### src/hw/rtl/ple_pkg.sv
// shared types and constants for the positional list engine
`default_nettype none
package ple_pkg;

  localparam int unsigned POS_W  = 7;
  localparam int unsigned DATA_W = 32;

  // operation codes carried on in_tuser
  typedef enum logic [1:0] {
    FUNC_GET    = 2'd0,
    FUNC_INSERT = 2'd1,
    FUNC_DELETE = 2'd2,
    FUNC_CLEAR  = 2'd3
  } func_t;

  // status codes carried on out_tuser
  typedef enum logic [1:0] {
    STATUS_OK    = 2'd0,
    STATUS_RANGE = 2'd1,
    STATUS_FULL  = 2'd2
  } status_t;

  // what every cell does at the next edge
  typedef enum logic [1:0] {
    SHIFT_HOLD   = 2'd0,
    SHIFT_INSERT = 2'd1,
    SHIFT_DELETE = 2'd2
  } shift_t;

  // broadcast from the top level to the row of cells
  typedef struct packed {
    shift_t              shift;
    logic [POS_W-1:0]    slot;   // position minus one
    logic [DATA_W-1:0]   value;  // value for the insert slot
  } cell_ctrl_t;

endpackage : ple_pkg
`default_nettype wire

### src/hw/rtl/ple_cell.sv
// one storage cell of the list: holds one entry, shifts with its neighbors
`default_nettype none
module ple_cell
  import ple_pkg::*;
#(
  parameter int unsigned CELL_INDEX = 0
) (
  input  wire logic              clk,
  input  wire cell_ctrl_t        ctrl,
  input  wire logic [DATA_W-1:0] left_value,
  input  wire logic [DATA_W-1:0] right_value,
  output logic      [DATA_W-1:0] value,
  output logic      [DATA_W-1:0] tap
);

  localparam logic [31:0] MY_INDEX = 32'(CELL_INDEX);

  logic [DATA_W-1:0] value_r;
  logic [DATA_W-1:0] value_nxt;
  logic [31:0]       slot_w;
  logic              hit;
  logic              behind;

  assign slot_w = 32'(ctrl.slot);
  assign hit    = (slot_w == MY_INDEX);
  assign behind = (MY_INDEX > slot_w);

  always_comb begin
    value_nxt = value_r;
    case (ctrl.shift)
      SHIFT_INSERT: begin
        if (hit) begin
          value_nxt = ctrl.value;
        end else if (behind) begin
          value_nxt = left_value;
        end
      end
      SHIFT_DELETE: begin
        if (hit || behind) begin
          value_nxt = right_value;
        end
      end
      default: value_nxt = value_r;
    endcase
  end

  always_ff @(posedge clk) begin
    value_r <= value_nxt;
  end

  assign value = value_r;
  // read tap, or-ed together across the row
  assign tap   = hit ? value_r : '0;

endmodule : ple_cell
`default_nettype wire

### config.mk
export PLATFORM = sky130hd
export DESIGN_NAME = ple_cell
export DESIGN_NICKNAME = d
export VERILOG_FILES = /design/src/hw/rtl/ple_pkg.sv /design/src/hw/rtl/ple_cell.sv
export SDC_FILE = /design/constraint.sdc
export NUM_CORES = 1
export LEC_CHECK = 0
export ABC_AREA = 1
export BUFFER_PORTS_ARGS = -buffer_cell sky130_fd_sc_hd__buf_4
export CAP_MARGIN = 10
export CORE_MARGIN = 3
export CORE_UTILIZATION = 42
export CTS_CLUSTER_DIAMETER = 50
export DETAILED_ROUTE_END_ITERATION = 7
export GPL_TIMING_DRIVEN = 0
export HOLD_SLACK_MARGIN = 0.08
export PLACE_DENSITY = 0.82
export SLEW_MARGIN = 20
export SYNTH_ARGS = -nofsm -noshare
export SYNTH_HDL_FRONTEND = slang
export SYNTH_SLANG_ARGS = --single-unit
export TNS_END_PERCENT = 30
### constraint.sdc
create_clock -name clk -period 3.54 [get_ports clk]
set_input_delay 0.708 -clock clk [delete_from_list [all_inputs] [get_ports clk]]
set_output_delay 0.708 -clock clk [all_outputs]
set_load 0.01 [all_outputs]
==> After elaboration in Yosys (flattened, before gate mapping) <==
Cells that the tools add are included.
W data, S select, Z words.
{ "word_totals": {"ff_bits": 32} }
{ "classes": {"reduce_logical": 4, "eq_ne": 4, "muxes": 5, "order_cmp": 1} }
{ "ops": {"columns": ["op", "n"], "rows": [
  ["$mux W32", 4],
  ["$pmux W32 S2", 1],
  ["$logic_not A32 Y1", 1],
  ["$gt A1 B7 Y1 const A", 1],
  ["$ne A3 B3 Y1 const B", 1],
  ["$reduce_and A3 Y1", 1],
  ["$eq A2 B1 Y1 const B", 1],
  ["$eq A2 B2 Y1 const B", 1],
  ["$ne A2 B2 Y1 const B", 1],
  ["$reduce_bool A2 Y1", 1],
  ["$logic_or A1 B1 Y1", 1]
]} }

==> Depth between registers and ports, before layout <==
Gate-level depths: netlist (run 1).
{ "depth": {"word_depth": 4, "ltp_mapped": 7, "mapped_depth_nobuf": 6} }

==> Least setup slack after synthesis (run 1) <==
No wires, ideal clock.
{ "synth_timing": {"kind": "input to register", "start": "input port ctrl[40] (netlist bit)", "end": "register value_r[0], in the netlist value[0] (enable)", "setup_ps": 432, "stages": 5, "path_buffers": 1, "t_arrival_ps": 2685, "slack_ps": 423, "path_cell_list": "inv_2 > nor2_4 > inv_2 > buf_2 > a21oi_1"} }
{ "synth_between": {"elab_chain_cells": 3, "elab_cells_between_ends": 6, "classes_between": "eq/ne (4); reduce/logical (2)"} }
{ "synth_lines": {"columns": ["item", "line_no", "rtl"], "rows": [
  ["from (decl)", "ple_cell.sv:9", "input wire cell_ctrl_t ctrl,"],
  ["$eq A2 B1 Y1 / $eq A2 B2 Y1 (equally long branches)", "ple_cell.sv:30", "case (ctrl.shift)"],
  ["$ne A3 B3 Y1 (no source line) (tied with other cells)", null, null],
  ["$reduce_and A3 Y1 (no source line) *", null, null],
  ["to (signal assigned)", "ple_cell.sv:48", "value_r <= value_nxt;"],
  ["to (decl)", "ple_cell.sv:18", "logic [DATA_W-1:0] value_r;"]
]} }
Every way passes the cells marked *; elsewhere a longest branch is shown, timed or not.
A chain may end at the register's enable or synchronous reset.

==> Worst setup path after layout (run 1) <==
{ "layout_timing": {"start": "input port ctrl[37] (netlist bit)", "end": "output port tap[30]"} }
{ "layout_between": {"elab_chain_cells": 2} }
{ "layout_lines": {"columns": ["item", "line_no", "rtl"], "rows": [
  ["$logic_not A32 Y1", "ple_cell.sv:25", "assign hit = (slot_w == MY_INDEX);"],
  ["$mux W32", "ple_cell.sv:53", "assign tap = hit ? value_r : '0;"],
  ["to (decl)", "ple_cell.sv:13", "output logic [DATA_W-1:0] tap"]
]} }
No other way between the ends.

==> report_table.html, run 1 <==
<table>
<tr><th>Metric</th><th>Value</th></tr>
<tr><th colspan="2">Routing</th></tr>
<tr><td>Initial drt markers</td><td>roughly 120</td></tr>
<tr><td>Post-DR vias/cell</td><td>~4.6</td></tr>
<tr><td>DRC violation count after routing</td><td>0</td></tr>
<tr><td>Routed length per placed instance</td><td>12.37 um</td></tr>
<tr><td>Number of nets with antenna violations after routing</td><td>0</td></tr>
<tr><td>Total wirelength of the detailed-routed design</td><td>about 7500 um</td></tr>
<tr><td>Vias post-DR</td><td>2796</td></tr>
<tr><td>DRT Pass-1 Iters</td><td>4</td></tr>
<tr><th colspan="2">Worst setup path</th></tr>
<tr><td>Startpoint-to-endpoint class of the critical path</td><td>input port to output port</td></tr>
<tr><td>Worst Path Required</td><td>2.83 ns</td></tr>
<tr><td>Sort of element at the start of the critical path</td><td>input port</td></tr>
<tr><td>Timing startpoint of the critical path</td><td>ctrl[37]</td></tr>
<tr><td>Worst stage delay on the critical path</td><td>0.16 ns</td></tr>
<tr><td>Highest net fanout along the worst path</td><td>10</td></tr>
<tr><td>CP max stage cell</td><td>buf_6</td></tr>
<tr><td>Arrival time of data at the critical path endpoint</td><td>1.67 ns</td></tr>
<tr><td>Crit path capture type</td><td>output port</td></tr>
<tr><td>Worst-path cell chain</td><td>buf_4 &gt; nor2_2 &gt; nand2_4 &gt; inv_4 &gt; nand2_4 &gt; buf_6 &gt; nor2_1 &gt; buf_4</td></tr>
<tr><td>Capturing element of the worst setup path</td><td>tap[30]</td></tr>
<tr><th colspan="2">Synthesis</th></tr>
<tr><td>Sequential share of the synthesized area</td><td>0.3953</td></tr>
<tr><td>Distinct cells, synth</td><td>19</td></tr>
<tr><td>Most used flip-flop cell after synthesis</td><td>edfxtp_1</td></tr>
<tr><td>Post-synthesis instance area</td><td>about 2400 sq um</td></tr>
<tr><td>Mean Syn Cell Area</td><td>between 6 and 7 sq um</td></tr>
<tr><td>Number of enable flip-flop cells after synthesis</td><td>32</td></tr>
<tr><td>Synth Instances</td><td>approximately 360</td></tr>
<tr><td>Async SR Flop Fraction</td><td>0</td></tr>
<tr><td>FF+latch count, synth</td><td>32</td></tr>
<tr><td>Synthesized net count</td><td>between 400 and 500</td></tr>
<tr><td>Syn. warnings</td><td>0</td></tr>
<tr><th colspan="2">Run status</th></tr>
<tr><td>Status</td><td>complete, no violations</td></tr>
<tr><th colspan="2">Clock network</th></tr>
<tr><td>Clk pin slew, worst setup/hold paths</td><td>roughly 0.070 ns</td></tr>
<tr><td>Max Root-Sink Buffers</td><td>2</td></tr>
<tr><td>Number of sinks on the clock net</td><td>32</td></tr>
<tr><td>Post-cts repair resize count</td><td>0</td></tr>
<tr><td>Post-CTS Setup Bufs</td><td>0</td></tr>
<tr><td>Number of buffers inserted during clock tree synthesis</td><td>5</td></tr>
<tr><td>Quantity of hold-fixing buffers added after cts</td><td>0</td></tr>
<tr><td>Clock tree from TritonCTS</td><td>yes</td></tr>
<tr><td>H-tree depth</td><td>2</td></tr>
<tr><td>Clock tree root driver cell</td><td>clkbuf_8</td></tr>
<tr><th colspan="2">GRT</th></tr>
<tr><td>Global-route wire length before repair</td><td>approximately 11000 um</td></tr>
<tr><td>Antenna violations before repair</td><td>0</td></tr>
<tr><td>Number of global-route vias before repair</td><td>between 2000 and 2500</td></tr>
<tr><td>Maximum number of pins on one net before global-route repair</td><td>18</td></tr>
<tr><td>Overall routing resource usage</td><td>0.2166</td></tr>
<tr><td>Overall overflow remaining after global route</td><td>0</td></tr>
<tr><th colspan="2">STA</th></tr>
<tr><td>Final count of pins violating max slew</td><td>0</td></tr>
<tr><td>Worst hold slack across all endpoints</td><td>about 0.7 ns</td></tr>
<tr><td>Tmin final</td><td>between 2 and 2.5 ns</td></tr>
<tr><td>Number of failing hold endpoints at the final stage</td><td>0</td></tr>
<tr><td>RSZ-0062 raised after global routing</td><td>no</td></tr>
<tr><td>Slew at the pin closest to its max-slew limit</td><td>approximately 0.58 ns</td></tr>
<tr><td>Final setup viols</td><td>0</td></tr>
<tr><td>Accumulated negative setup slack</td><td>0 ns</td></tr>
<tr><td>Maximum clock frequency</td><td>about 0.42 GHz</td></tr>
<tr><td>Final worst slack</td><td>between 1 and 1.5 ns</td></tr>
<tr><td>Max-Slew Margin vs Limit</td><td>0.6128</td></tr>
<tr><td>Final worst path period share</td><td>0.6719</td></tr>
<tr><th colspan="2">Die</th></tr>
<tr><td>Site Rows</td><td>27</td></tr>
<tr><td>Full die area</td><td>a little under 7000 sq um</td></tr>
<tr><td>Overall die height</td><td>a little over 80 um</td></tr>
<tr><td>Die extent in x</td><td>between 80 and 90 um</td></tr>
<tr><td>Standard cell core area</td><td>between 5000 and 6000 sq um</td></tr>
<tr><td>Number of I/O pins</td><td>170</td></tr>
<tr><td>Initial core utilization</td><td>0.4388</td></tr>
<tr><th colspan="2">Layout</th></tr>
<tr><td>Layout Area Growth over Synthesis</td><td>61.09%</td></tr>
<tr><td>Number of antenna repair diodes</td><td>0</td></tr>
<tr><td>Flip-flop count of the largest register after layout</td><td>32</td></tr>
<tr><td>Proportion of layout cells with a drive suffix above 1</td><td>0.3899</td></tr>
<tr><td>NumNets Final</td><td>~640</td></tr>
<tr><td>Filler cells</td><td>457</td></tr>
<tr><td>Final Instance Area</td><td>3916 sq um</td></tr>
<tr><td>Final Instance Count excl. Fillers</td><td>between 600 and 700</td></tr>
<tr><th colspan="2">Min path</th></tr>
<tr><td>Tightest Hold Check Type</td><td>input port to register</td></tr>
<tr><td>Number of instances on the worst hold path</td><td>3</td></tr>
<tr><th colspan="2">Placement</th></tr>
<tr><td>Placed wire-length estimate after detailed placement</td><td>between 6000 and 7000 um</td></tr>
<tr><td>Number of buffers added on ports</td><td>169</td></tr>
<tr><td>Placement-stage worst setup slack</td><td>1.132 ns</td></tr>
<tr><td>Final GP Congestion</td><td>roughly 0.9</td></tr>
<tr><td>Placed Area</td><td>approximately 3800 sq um</td></tr>
<tr><td>Placed Instances</td><td>600</td></tr>
<tr><th colspan="2">Power</th></tr>
<tr><td>Cell leakage power</td><td>2.234 nW</td></tr>
<tr><td>VDD IR-drop max</td><td>approximately 160 uV</td></tr>
<tr><td>Power density normalized to cell area</td><td>~230 nW/um^2</td></tr>
<tr><th colspan="2">Flow run</th></tr>
<tr><td>Max-cap viol count</td><td>0</td></tr>
</table>
layer usage:
| metal | GRT usage | share of wire | up-vias |
|---|---|---|---|
| li1 | - | - | 1440 |
| met1 | 0.2671 | 0.39 | 1224 |
| met2 | 0.3756 | 0.51 | 122 |
| met3 | 0.04276 | 0.077 | 10 |
| met4 | 0.07309 | 0.015 | 0 |
| met5 | 0 | 0 | - |
critical path, delay by kind of cell:
family                 cells  cell delay [ns]
buffers and inverters      4             0.50
and+or+nand+nor            4             0.44
synthesized netlist by cell type, types with 3 or more instances:
master,instances,area share
nand2_1,65,0.10
nand3_1,64,0.13
buf_2,3,0.0062
nor2_1,33,0.051
clkbuf_1,3,0.0046
edfxtp_1,32,0.40
o21ai_1,30,0.062
inv_1,96,0.15
buf_4,9,0.028
inv_2,3,0.0046
buf_6,6,0.028
logic make-up after synthesis:
group / after synthesis / share of synthesized area
simple gates: 170 / 0.3119
flops: 32 / 0.3953
buf+inv: 123 / 0.2249
compound gates: 33 / 0.06793
where the power goes:
group          internal, mW  total (mW)  switching (mW)
Sequential            0.422       0.423        0.000709
Combinational         0.112       0.199          0.0864
Clock                 0.137       0.275           0.138
final cells by class:
cell class / instances / area (sq um) / area share
repair buffers: 170 / 1296 / 0.3310
flip-flops and latches: 32 / 960.9 / 0.2454
multi-input cells: 203 / 934.6 / 0.2387
plain buffers: 21 / 161.4 / 0.04121
well taps: 72 / 90.09 / 0.02300
inverters: 102 / 385.4 / 0.09840
clock buffers: 5 / 68.82 / 0.01757
clock inverters: 3 / 18.77 / 0.004792
per-stage QoR:
stage	power, mW	util
global route	0.9440	0.7069
finish	0.8958	0.7069
floorplan	0.5150	-
detailed placement	0.6287	0.6911
global placement	0.6243	0.6841
CTS	0.9013	0.7069
how the worst min path moves through the flow:
stage | startpoint | end | slack, ns
after floorplan | right_value[0] | value[0] | 0.89
after global placement | right_value[12] | value[12] | 0.98
after detailed placement | right_value[18] | value[18] | 0.98
after CTS | right_value[14] | value[14] | 0.69
after global routing | right_value[13] | value[13] | 0.69
final | right_value[31] | value[31] | 0.70
placed cells by master, fill, tap and decap left out:
| cell type | count |
|---|---|
| a21oi_4 | 1 |
| buf_16 | 1 |
| buf_2 | 3 |
| buf_4 | 178 |
| buf_6 | 6 |
| clkbuf_1 | 3 |
| clkbuf_8 | 5 |
| clkinv_1 | 2 |
| clkinv_2 | 2 |
| clkinv_4 | 1 |
| edfxtp_1 | 32 |
| inv_1 | 96 |
| inv_2 | 3 |
| inv_4 | 1 |
| nand2_1 | 65 |
| nand2_2 | 2 |
| nand2_4 | 2 |
| nand3_1 | 64 |
| nor2_1 | 33 |
| nor2_2 | 2 |
| nor2_4 | 2 |
| o21ai_0 | 2 |
| o21ai_1 | 30 |
Power figures use the tool's default switching activity.
==> run 2, diff against run 1 <==
ABC_AREA = 0   (was 1)
CORE_UTILIZATION = 36   (was 42)
PLACE_DENSITY = 0.77   (was 0.82)
clock period = 2.1 ns   (was 3.54 ns; I/O delays follow)
==> run 2 against run 1 <==
Compared with the run above:
- critical endpoint is now tap[26]
- die area increased by 5.6%
- critical path depth decreased by 1
- flip-flop and latch count is the same
- non-clock buffer count is 13 higher
- the run now ends with setup timing left
- global-route usage increased by 1.0 points
- sequential share of layout area down 0.65 points
- hold slack worse by 0.27 ns
==> report_table.html, run 2 <==
<table>
<tr><th>Metric</th><th>Value</th></tr>
<tr><th colspan="2">Layout</th></tr>
<tr><td>Final Instance Count excl. Fillers</td><td>488 (-20%)</td></tr>
<tr><td>Layout Area Growth over Synthesis</td><td>81.95%</td></tr>
<tr><td>NumNets Final</td><td>521 (-19%)</td></tr>
<tr><td>Flip-flop count of the largest register after layout</td><td>32 (unchanged)</td></tr>
<tr><td>Commonest non-fill, non-tap cell in the layout</td><td>buf_4</td></tr>
<tr><td>Most frequent cells in the layout</td><td>buf_4, nand2_1, edfxtp_1</td></tr>
<tr><td>Proportion of layout cells with a drive suffix above 1</td><td>0.5986 (+0.2086)</td></tr>
<tr><td>Number of antenna repair diodes</td><td>0 (unchanged)</td></tr>
<tr><th colspan="2">Synthesis</th></tr>
<tr><td>Post-synthesis instance area</td><td>2211 sq um (-9.1%)</td></tr>
<tr><td>Mean Syn Cell Area</td><td>9.697 sq um (+43%)</td></tr>
<tr><td>Most used flip-flop cell after synthesis</td><td>edfxtp_1</td></tr>
<tr><td>Synthesized net count</td><td>334 (-28%)</td></tr>
<tr><td>Async SR Flop Fraction</td><td>0 (unchanged)</td></tr>
<tr><td>Share of the synthesized area in the top cell type</td><td>0.4346 (+0.03937)</td></tr>
<tr><td>Post-synth top cells</td><td>nand2_1, and2_1, edfxtp_1</td></tr>
<tr><td>Most numerous cell in the Yosys netlist</td><td>nand2_1</td></tr>
<tr><td>Basic-gate share of the synthesized area counting and, or, nand and nor cells</td><td>0.2201 (-0.09174)</td></tr>
<tr><td>Share of cell area taken by muxes after synthesis</td><td>0 (unchanged)</td></tr>
<tr><td>Share of the synthesized area in compound gates (AO/OA/AOI/OAI)</td><td>0.2903 (+0.2224)</td></tr>
<tr><td>Number of enable flip-flop cells after synthesis</td><td>32 (unchanged)</td></tr>
<tr><td>Synth Instances</td><td>228 (-36%)</td></tr>
<tr><td>FF+latch count, synth</td><td>32 (unchanged)</td></tr>
<tr><td>Xor-xnor portion of the synthesized cell area</td><td>0 (unchanged)</td></tr>
<tr><td>Biggest area contributors in the synthesized netlist</td><td>edfxtp_1, o211ai_2, nand2_1</td></tr>
<tr><td>Sequential share of the synthesized area</td><td>0.4346 (+0.03937)</td></tr>
<tr><td>Main combinational cell family by area after synthesis</td><td>compound AO/OA/AOI/OAI gates</td></tr>
<tr><td>Distinct cells, synth</td><td>20 (+1)</td></tr>
<tr><td>Synth Area in Adders</td><td>0 (unchanged)</td></tr>
<tr><td>Yosys top cell by area</td><td>edfxtp_1</td></tr>
<tr><td>Syn. warnings</td><td>0 (unchanged)</td></tr>
<tr><th colspan="2">Power</th></tr>
<tr><td>Power density normalized to cell area</td><td>378.2 nW/um^2 (+65%)</td></tr>
<tr><td>VDD IR-drop max</td><td>197.6 uV (+22%)</td></tr>
<tr><td>Total power after layout</td><td>1.521 mW (+70%)</td></tr>
<tr><td>Cell leakage power</td><td>1.782 nW (-20%)</td></tr>
<tr><th colspan="2">GRT</th></tr>
<tr><td>Maximum number of pins on one net before global-route repair</td><td>17 (-1)</td></tr>
<tr><td>Overall routing resource usage</td><td>0.2269 (+0.01034)</td></tr>
<tr><td>Overall overflow remaining after global route</td><td>0 (unchanged)</td></tr>
<tr><td>Antenna violations before repair</td><td>0 (unchanged)</td></tr>
<tr><td>Number of global-route vias before repair</td><td>2482 (+0.20%)</td></tr>
<tr><td>Global-route wire length before repair</td><td>12900 um (+15%)</td></tr>
<tr><th colspan="2">Die</th></tr>
<tr><td>Full die area</td><td>7117 sq um (+5.6%)</td></tr>
<tr><td>Die extent in x</td><td>84.37 um (+2.8%)</td></tr>
<tr><td>Overall die height</td><td>84.37 um (+2.8%)</td></tr>
<tr><td>Number of I/O pins</td><td>170 (unchanged)</td></tr>
<tr><td>Initial core utilization</td><td>0.3872 (-0.05155)</td></tr>
<tr><td>Site Rows</td><td>27 (unchanged)</td></tr>
<tr><td>Standard cell core area</td><td>5709 sq um (+3.0%)</td></tr>
<tr><th colspan="2">Run status</th></tr>
<tr><td>Status</td><td>complete, but fails checks</td></tr>
<tr><td>Violated checks</td><td>setup timing</td></tr>
<tr><th colspan="2">Min path</th></tr>
<tr><td>Tightest Hold Check Type</td><td>input port to register</td></tr>
<tr><th colspan="2">Routing</th></tr>
<tr><td>Number of nets with antenna violations after routing</td><td>0 (unchanged)</td></tr>
<tr><td>DRC violation count after routing</td><td>0 (unchanged)</td></tr>
<tr><td>Total wirelength of the detailed-routed design</td><td>8506 um (+13%)</td></tr>
<tr><td>Routed length per placed instance</td><td>17.43 um (+41%)</td></tr>
<tr><td>Initial drt markers</td><td>132 (+12%)</td></tr>
<tr><td>DRT Pass-1 Iters</td><td>4 (unchanged)</td></tr>
<tr><td>Vias post-DR</td><td>2510 (-10%)</td></tr>
<tr><td>Post-DR vias/cell</td><td>5.143 (+12%)</td></tr>
<tr><th colspan="2">Worst setup path</th></tr>
<tr><td>Worst Path Required</td><td>1.68 ns (-1.15 ns)</td></tr>
<tr><td>Most used cell along the critical path</td><td>buf_6</td></tr>
<tr><td>Worst stage delay on the critical path</td><td>0.57 ns (+0.41 ns)</td></tr>
<tr><td>Crit path capture type</td><td>output port</td></tr>
<tr><td>Startpoint-to-endpoint class of the critical path</td><td>input port to output port</td></tr>
<tr><td>Arrival time of data at the critical path endpoint</td><td>1.77 ns (+0.10 ns)</td></tr>
<tr><td>Sort of element at the start of the critical path</td><td>input port</td></tr>
<tr><td>Worst-path cell chain</td><td>buf_6 &gt; or4_4 &gt; nor2_4 &gt; buf_12 &gt; clkbuf_16 &gt; and2_4 &gt; buf_6</td></tr>
<tr><td>CP max stage cell</td><td>or4_4</td></tr>
<tr><td>Highest net fanout along the worst path</td><td>7 (-3)</td></tr>
<tr><th colspan="2">Clock network</th></tr>
<tr><td>Quantity of hold-fixing buffers added after cts</td><td>0 (unchanged)</td></tr>
<tr><td>Number of buffers inserted during clock tree synthesis</td><td>5 (unchanged)</td></tr>
<tr><td>Number of sinks on the clock net</td><td>32 (unchanged)</td></tr>
<tr><td>Clock tree from TritonCTS</td><td>yes</td></tr>
<tr><td>H-tree depth</td><td>2 (unchanged)</td></tr>
<tr><td>Max Root-Sink Buffers</td><td>2 (unchanged)</td></tr>
<tr><td>Clock tree root driver cell</td><td>clkbuf_8</td></tr>
<tr><td>Clk pin slew, worst setup/hold paths</td><td>0.07 ns (about the same)</td></tr>
<tr><th colspan="2">STA</th></tr>
<tr><td>Final setup viols</td><td>32 (+32)</td></tr>
<tr><td>Final worst slack</td><td>-0.08539 ns (-1.247 ns)</td></tr>
<tr><td>Slew at the pin closest to its max-slew limit</td><td>0.6857 ns (+0.1062 ns)</td></tr>
<tr><td>RSZ-0062 raised after global routing</td><td>yes</td></tr>
<tr><td>Final worst path period share</td><td>1.041</td></tr>
<tr><td>Maximum clock frequency</td><td>around 0.46 GHz</td></tr>
<tr><td>Number of failing hold endpoints at the final stage</td><td>0 (unchanged)</td></tr>
<tr><td>Worst hold slack across all endpoints</td><td>0.4258 ns (-0.2719 ns)</td></tr>
<tr><td>Max-Slew Margin vs Limit</td><td>0.5429 (-0.06991)</td></tr>
<tr><td>Final count of pins violating max slew</td><td>0 (unchanged)</td></tr>
<tr><td>Tmin final</td><td>2.185 ns</td></tr>
<tr><th colspan="2">Placement</th></tr>
<tr><td>Placed wire-length estimate after detailed placement</td><td>6252 um (+3.3%)</td></tr>
<tr><td>Final GP Congestion</td><td>0.7669 (-15%)</td></tr>
<tr><td>Placed Instances</td><td>469 (-22%)</td></tr>
<tr><td>Placement-stage worst setup slack</td><td>-0.7601 ns (-1.892 ns)</td></tr>
<tr><td>Number of buffers added on ports</td><td>169 (unchanged)</td></tr>
<tr><th colspan="2">Flow run</th></tr>
<tr><td>Max-cap viol count</td><td>0 (unchanged)</td></tr>
</table>
-- run 2: power breakdown --
part | leakage, nW | total, mW | internal (mW) | switching (mW)
logic | 1.46 | 0.353 | 0.204 | 0.150
clock network | 0.0399 | 0.456 | 0.231 | 0.225
registers | 0.282 | 0.712 | 0.711 | 0.00122
total | 1.78 | 1.52 | 1.15 | 0.376
-- run 2: critical path: cells and delay by family --
family,cells,cell delay [ns]
buffers and inverters,4,0.48
and+or+nand+nor,3,0.86
-- run 2: path summary, 6_finish.rpt --
| kind | startpoint | endpoint | slack (ns) | depth (start not counted) |
|---|---|---|---|---|
| hold / removal | right_value[29] | value[29] | 0.43 | 3 |
| setup / recovery | ctrl[32] | tap[26] | -0.09 | 7 |
-- run 2: what timing repair did --
action / CTS / global route
endpoints found under the hold margin: 0 / 0
setup buffers: 7 / 2
pin swaps: 1 / 11
gates cloned: 2 / 2
resized for setup: 16 / 48
endpoints found under the setup margin: 64 / 32
-- run 2: cell type report --
type	instances	area [sq um]
fillers	464	1687
repair buffers	181	1516
clock inverters	1	3.754
multi-input cells	171	1225
clock buffers	7	76.32
inverters	1	3.754
well taps	72	90.09
plain buffers	23	146.4
flip-flops and latches	32	960.9
-- run 2: cells by family (layout without fill, tap and decap cells) --
logic type	after synthesis	after routing
AOI/OAI and AO/OA	68	69
buffers and inverters	26	213
and+or+nand+nor	102	102
DFF	32	32
-- run 2: per-stage QoR --
| stage | utilization | TNS (ns) | cell area [sq um] |
|---|---|---|---|
| floorplan | - | -10.61 | 2236 |
| global placement | 0.6296 | -36.91 | 3595 |
| detailed placement | 0.6296 | -37.10 | 3595 |
| CTS | 0.6660 | -0.5764 | 3802 |
| global route | 0.7046 | -2.843 | 4023 |
| finish | 0.7046 | -1.971 | 4023 |
-- run 2: per-layer routing --
layer | track usage | wire length, um | up-vias
met1 | 0.2742 | 3350 | 1176
met5 | 0 | 0 | -
met4 | 0.05899 | 114 | 0
met3 | 0.04907 | 615 | 10
met2 | 0.4082 | 4425 | 114
li1 | - | - | 1210
==> run 3, diff against run 2 <==
CELL_PAD_IN_SITES_DETAIL_PLACEMENT = 0   (was unset)
CELL_PAD_IN_SITES_GLOBAL_PLACEMENT = 1   (was unset)
CORE_UTILIZATION = 25   (was 36)
PLACE_DENSITY = unset   (was 0.77)
PLACE_DENSITY_LB_ADDON = 0.1   (was unset)
==> run 3 against run 2 <==
Compared with the run above:
- flip-flop and latch count unchanged
- design area down 3.9%
- via count down 3.3%
- combinational power down 3%
- the flow still finishes with violations (setup timing)
- fmax up 2.9%
- worst setup slack better by 0.061 ns
==> report_table.html, run 3 (synthesized netlist as in run 2, its figures left out) <==
<table>
<tr><th>Metric</th><th>Value</th></tr>
<tr><th colspan="2">Run status</th></tr>
<tr><td>Status</td><td>complete, but fails checks</td></tr>
<tr><td>Violated checks</td><td>setup timing</td></tr>
<tr><th colspan="2">Die</th></tr>
<tr><td>Overall die height</td><td>100.0 um (+19%)</td></tr>
<tr><td>Standard cell core area</td><td>8382 sq um (+47%)</td></tr>
<tr><td>Initial core utilization</td><td>0.2638 (-0.1235)</td></tr>
<tr><td>Number of I/O pins</td><td>170 (unchanged)</td></tr>
<tr><td>Full die area</td><td>10010 sq um (+41%)</td></tr>
<tr><td>Die extent in x</td><td>100.0 um (+19%)</td></tr>
<tr><td>Site Rows</td><td>33 (+22%)</td></tr>
<tr><th colspan="2">Min path</th></tr>
<tr><td>Hold path startpoint</td><td>right_value[28]</td></tr>
<tr><td>Tightest Hold Check Type</td><td>input port to register</td></tr>
<tr><td>Number of instances on the worst hold path</td><td>3 (unchanged)</td></tr>
<tr><th colspan="2">Routing</th></tr>
<tr><td>Vias post-DR</td><td>2428 (-3.3%)</td></tr>
<tr><td>Total wirelength of the detailed-routed design</td><td>8517 um (+0.13%)</td></tr>
<tr><td>Post-DR vias/cell</td><td>4.715 (-8.3%)</td></tr>
<tr><td>Initial drt markers</td><td>63 (-52%)</td></tr>
<tr><td>Routed length per placed instance</td><td>16.54 um (-5.1%)</td></tr>
<tr><td>Number of nets with antenna violations after routing</td><td>0 (unchanged)</td></tr>
<tr><td>DRC violation count after routing</td><td>0 (unchanged)</td></tr>
<tr><td>DRT Pass-1 Iters</td><td>4 (unchanged)</td></tr>
<tr><th colspan="2">STA</th></tr>
<tr><td>Final setup viols</td><td>21 (-34%)</td></tr>
<tr><td>Final count of pins violating max slew</td><td>0 (unchanged)</td></tr>
<tr><td>Tmin final</td><td>2.125 ns (-0.06088 ns)</td></tr>
<tr><td>Number of failing hold endpoints at the final stage</td><td>0 (unchanged)</td></tr>
<tr><td>Accumulated negative setup slack</td><td>-0.3811 ns (+1.590 ns)</td></tr>
<tr><td>Final worst path period share</td><td>1.012 (-0.02899)</td></tr>
<tr><td>Slew at the pin closest to its max-slew limit</td><td>0.6114 ns (-0.07426 ns)</td></tr>
<tr><td>RSZ-0062 raised after global routing</td><td>yes</td></tr>
<tr><td>Max-Slew Margin vs Limit</td><td>0.5924 (+0.04951)</td></tr>
<tr><td>Worst hold slack across all endpoints</td><td>0.4252 ns (-0.0005780 ns)</td></tr>
<tr><td>Final worst slack</td><td>-0.02451 ns (+0.06088 ns)</td></tr>
<tr><td>Maximum clock frequency</td><td>0.4707 GHz (+2.9%)</td></tr>
<tr><th colspan="2">Clock network</th></tr>
<tr><td>H-tree depth</td><td>2 (unchanged)</td></tr>
<tr><td>Clock tree root driver cell</td><td>clkbuf_8</td></tr>
<tr><td>Max Root-Sink Buffers</td><td>2 (unchanged)</td></tr>
<tr><td>Clock tree from TritonCTS</td><td>yes</td></tr>
<tr><td>Number of buffers inserted during clock tree synthesis</td><td>5 (unchanged)</td></tr>
<tr><td>Number of sinks on the clock net</td><td>32 (unchanged)</td></tr>
<tr><td>Clk pin slew, worst setup/hold paths</td><td>0.07 ns (about the same)</td></tr>
<tr><td>Quantity of hold-fixing buffers added after cts</td><td>0 (unchanged)</td></tr>
<tr><th colspan="2">Placement</th></tr>
<tr><td>Placed Area</td><td>3664 sq um (+1.9%)</td></tr>
<tr><td>Final GP Congestion</td><td>0.7233 (-5.7%)</td></tr>
<tr><td>Placed wire-length estimate after detailed placement</td><td>6468 um (+3.5%)</td></tr>
<tr><td>Number of buffers added on ports</td><td>169 (unchanged)</td></tr>
<tr><th colspan="2">Worst setup path</th></tr>
<tr><td>Worst-path cell chain</td><td>buf_6 &gt; or4_4 &gt; nor2_4 &gt; buf_6 &gt; buf_8 &gt; and2_4 &gt; buf_6</td></tr>
<tr><td>Sort of element at the start of the critical path</td><td>input port</td></tr>
<tr><td>Highest net fanout along the worst path</td><td>5 (-2)</td></tr>
<tr><td>Most used cell along the critical path</td><td>buf_6</td></tr>
<tr><td>Startpoint-to-endpoint class of the critical path</td><td>input port to output port</td></tr>
<tr><td>CP max stage cell</td><td>or4_4</td></tr>
<tr><td>Crit path capture type</td><td>output port</td></tr>
<tr><td>Timing startpoint of the critical path</td><td>ctrl[32]</td></tr>
<tr><td>Worst stage delay on the critical path</td><td>0.56 ns (about the same)</td></tr>
<tr><td>Worst Path Required</td><td>1.68 ns (about the same)</td></tr>
<tr><td>Arrival time of data at the critical path endpoint</td><td>1.70 ns (-0.07 ns)</td></tr>
<tr><th colspan="2">Layout</th></tr>
<tr><td>Flip-flop count of the largest register after layout</td><td>32 (unchanged)</td></tr>
<tr><td>Filler cells</td><td>841 (+81%)</td></tr>
<tr><td>NumNets Final</td><td>515 (-1.2%)</td></tr>
<tr><td>Number of antenna repair diodes</td><td>0 (unchanged)</td></tr>
<tr><td>Final Instance Area</td><td>3865 sq um (-3.9%)</td></tr>
<tr><td>Most frequent cells in the layout</td><td>buf_4, nand2_1, edfxtp_1</td></tr>
<tr><td>Proportion of layout cells with a drive suffix above 1</td><td>0.5512 (-0.04734)</td></tr>
<tr><td>Commonest non-fill, non-tap cell in the layout</td><td>buf_4</td></tr>
<tr><td>Layout Area Growth over Synthesis</td><td>74.82%</td></tr>
<tr><th colspan="2">Power</th></tr>
<tr><td>Power density normalized to cell area</td><td>395.3 nW/um^2 (+4.5%)</td></tr>
<tr><td>Net Switching</td><td>386.1 uW (+2.7%)</td></tr>
<tr><td>Internal Power</td><td>1.142 mW (-0.31%)</td></tr>
<tr><td>VDD IR-drop max</td><td>214.3 uV (+8.4%)</td></tr>
<tr><td>Cell leakage power</td><td>1.708 nW (-4.2%)</td></tr>
<tr><td>Comb power frac</td><td>0.225 (-0.007)</td></tr>
<tr><td>Sequential share of power</td><td>0.466 (-0.002)</td></tr>
<tr><td>Part of the power in the clock network</td><td>0.309 (+0.009)</td></tr>
<tr><td>Net switching fraction of the power</td><td>0.2527 (+0.005635)</td></tr>
<tr><th colspan="2">GRT</th></tr>
<tr><td>Maximum number of pins on one net before global-route repair</td><td>17 (unchanged)</td></tr>
<tr><td>Global-route wire length before repair</td><td>12990 um (+0.69%)</td></tr>
<tr><td>Overall overflow remaining after global route</td><td>0 (unchanged)</td></tr>
<tr><td>Number of global-route vias before repair</td><td>2476 (-0.24%)</td></tr>
<tr><td>Overall routing resource usage</td><td>0.1662 (-0.06067)</td></tr>
<tr><td>Antenna violations before repair</td><td>0 (unchanged)</td></tr>
<tr><th colspan="2">Flow run</th></tr>
<tr><td>Max-cap viol count</td><td>0 (unchanged)</td></tr>
</table>
run 3: power groups by stage:
stage	clock, mW	combinational, mW	sequential [mW]
6_report	0.472	0.344	0.712
5_1_grt	0.508	0.382	0.712
4_1_cts	0.491	0.347	0.712
3_5_place_dp	0	0.343	0.726
3_3_place_gp	0	0.338	0.726
2_1_floorplan	0	0.149	0.727
run 3: timing repair:
item,4_1_cts,5_1_grt
pin swaps,7,0
gates resized for setup,23,5
setup buffers,4,1
endpoints found under the hold margin,0,0
setup endpoints to repair,62,58
cloned,1,0
run 3: stage by stage:
stage / power [mW] / std cells / setup WS [ns] / util
CTS: 1.550 / 514 / -0.04115 / 0.4599
global route: 1.601 / 515 / -0.06551 / 0.4611
finish: 1.528 / 515 / -0.02451 / 0.4611
floorplan: 0.8754 / 228 / -0.3315 / -
global placement: 1.064 / 502 / -0.8411 / 0.4338
detailed placement: 1.069 / 503 / -0.6286 / 0.4371
run 3: final timing paths:
kind / end / slack [ns]
max: tap[9] / -0.02
min: value[28] / 0.43
run 3: layer usage:
| metal | vias to the layer above | part of all wire | wire length (um) | track usage |
|---|---|---|---|---|
| li1 | 1194 | - | - | - |
| met1 | 1124 | 0.41 | 3476 | 0.2054 |
| met2 | 104 | 0.49 | 4215 | 0.2868 |
| met3 | 6 | 0.087 | 737 | 0.04170 |
| met4 | 0 | 0.010 | 89 | 0.04767 |
| met5 | - | 0 | 0 | 0 |
run 3: layout make-up:
| type | instances | area, sq um | share of cell area |
|---|---|---|---|
| inverters | 1 | 3.754 | 0.0009712 |
| plain buffers | 23 | 133.9 | 0.03464 |
| repair buffers | 176 | 1389 | 0.3593 |
| multi-input cells | 170 | 1166 | 0.3017 |
| flip-flops and latches | 32 | 960.9 | 0.2486 |
| well taps | 105 | 131.4 | 0.03399 |
| clock buffers | 7 | 76.32 | 0.01975 |
| clock inverters | 1 | 3.754 | 0.0009712 |
run 3: critical path: cells and delay by family:
kind	cells	cell delay (ns)
buffers and inverters	4	0.42
AND/OR/NAND/NOR	3	0.85
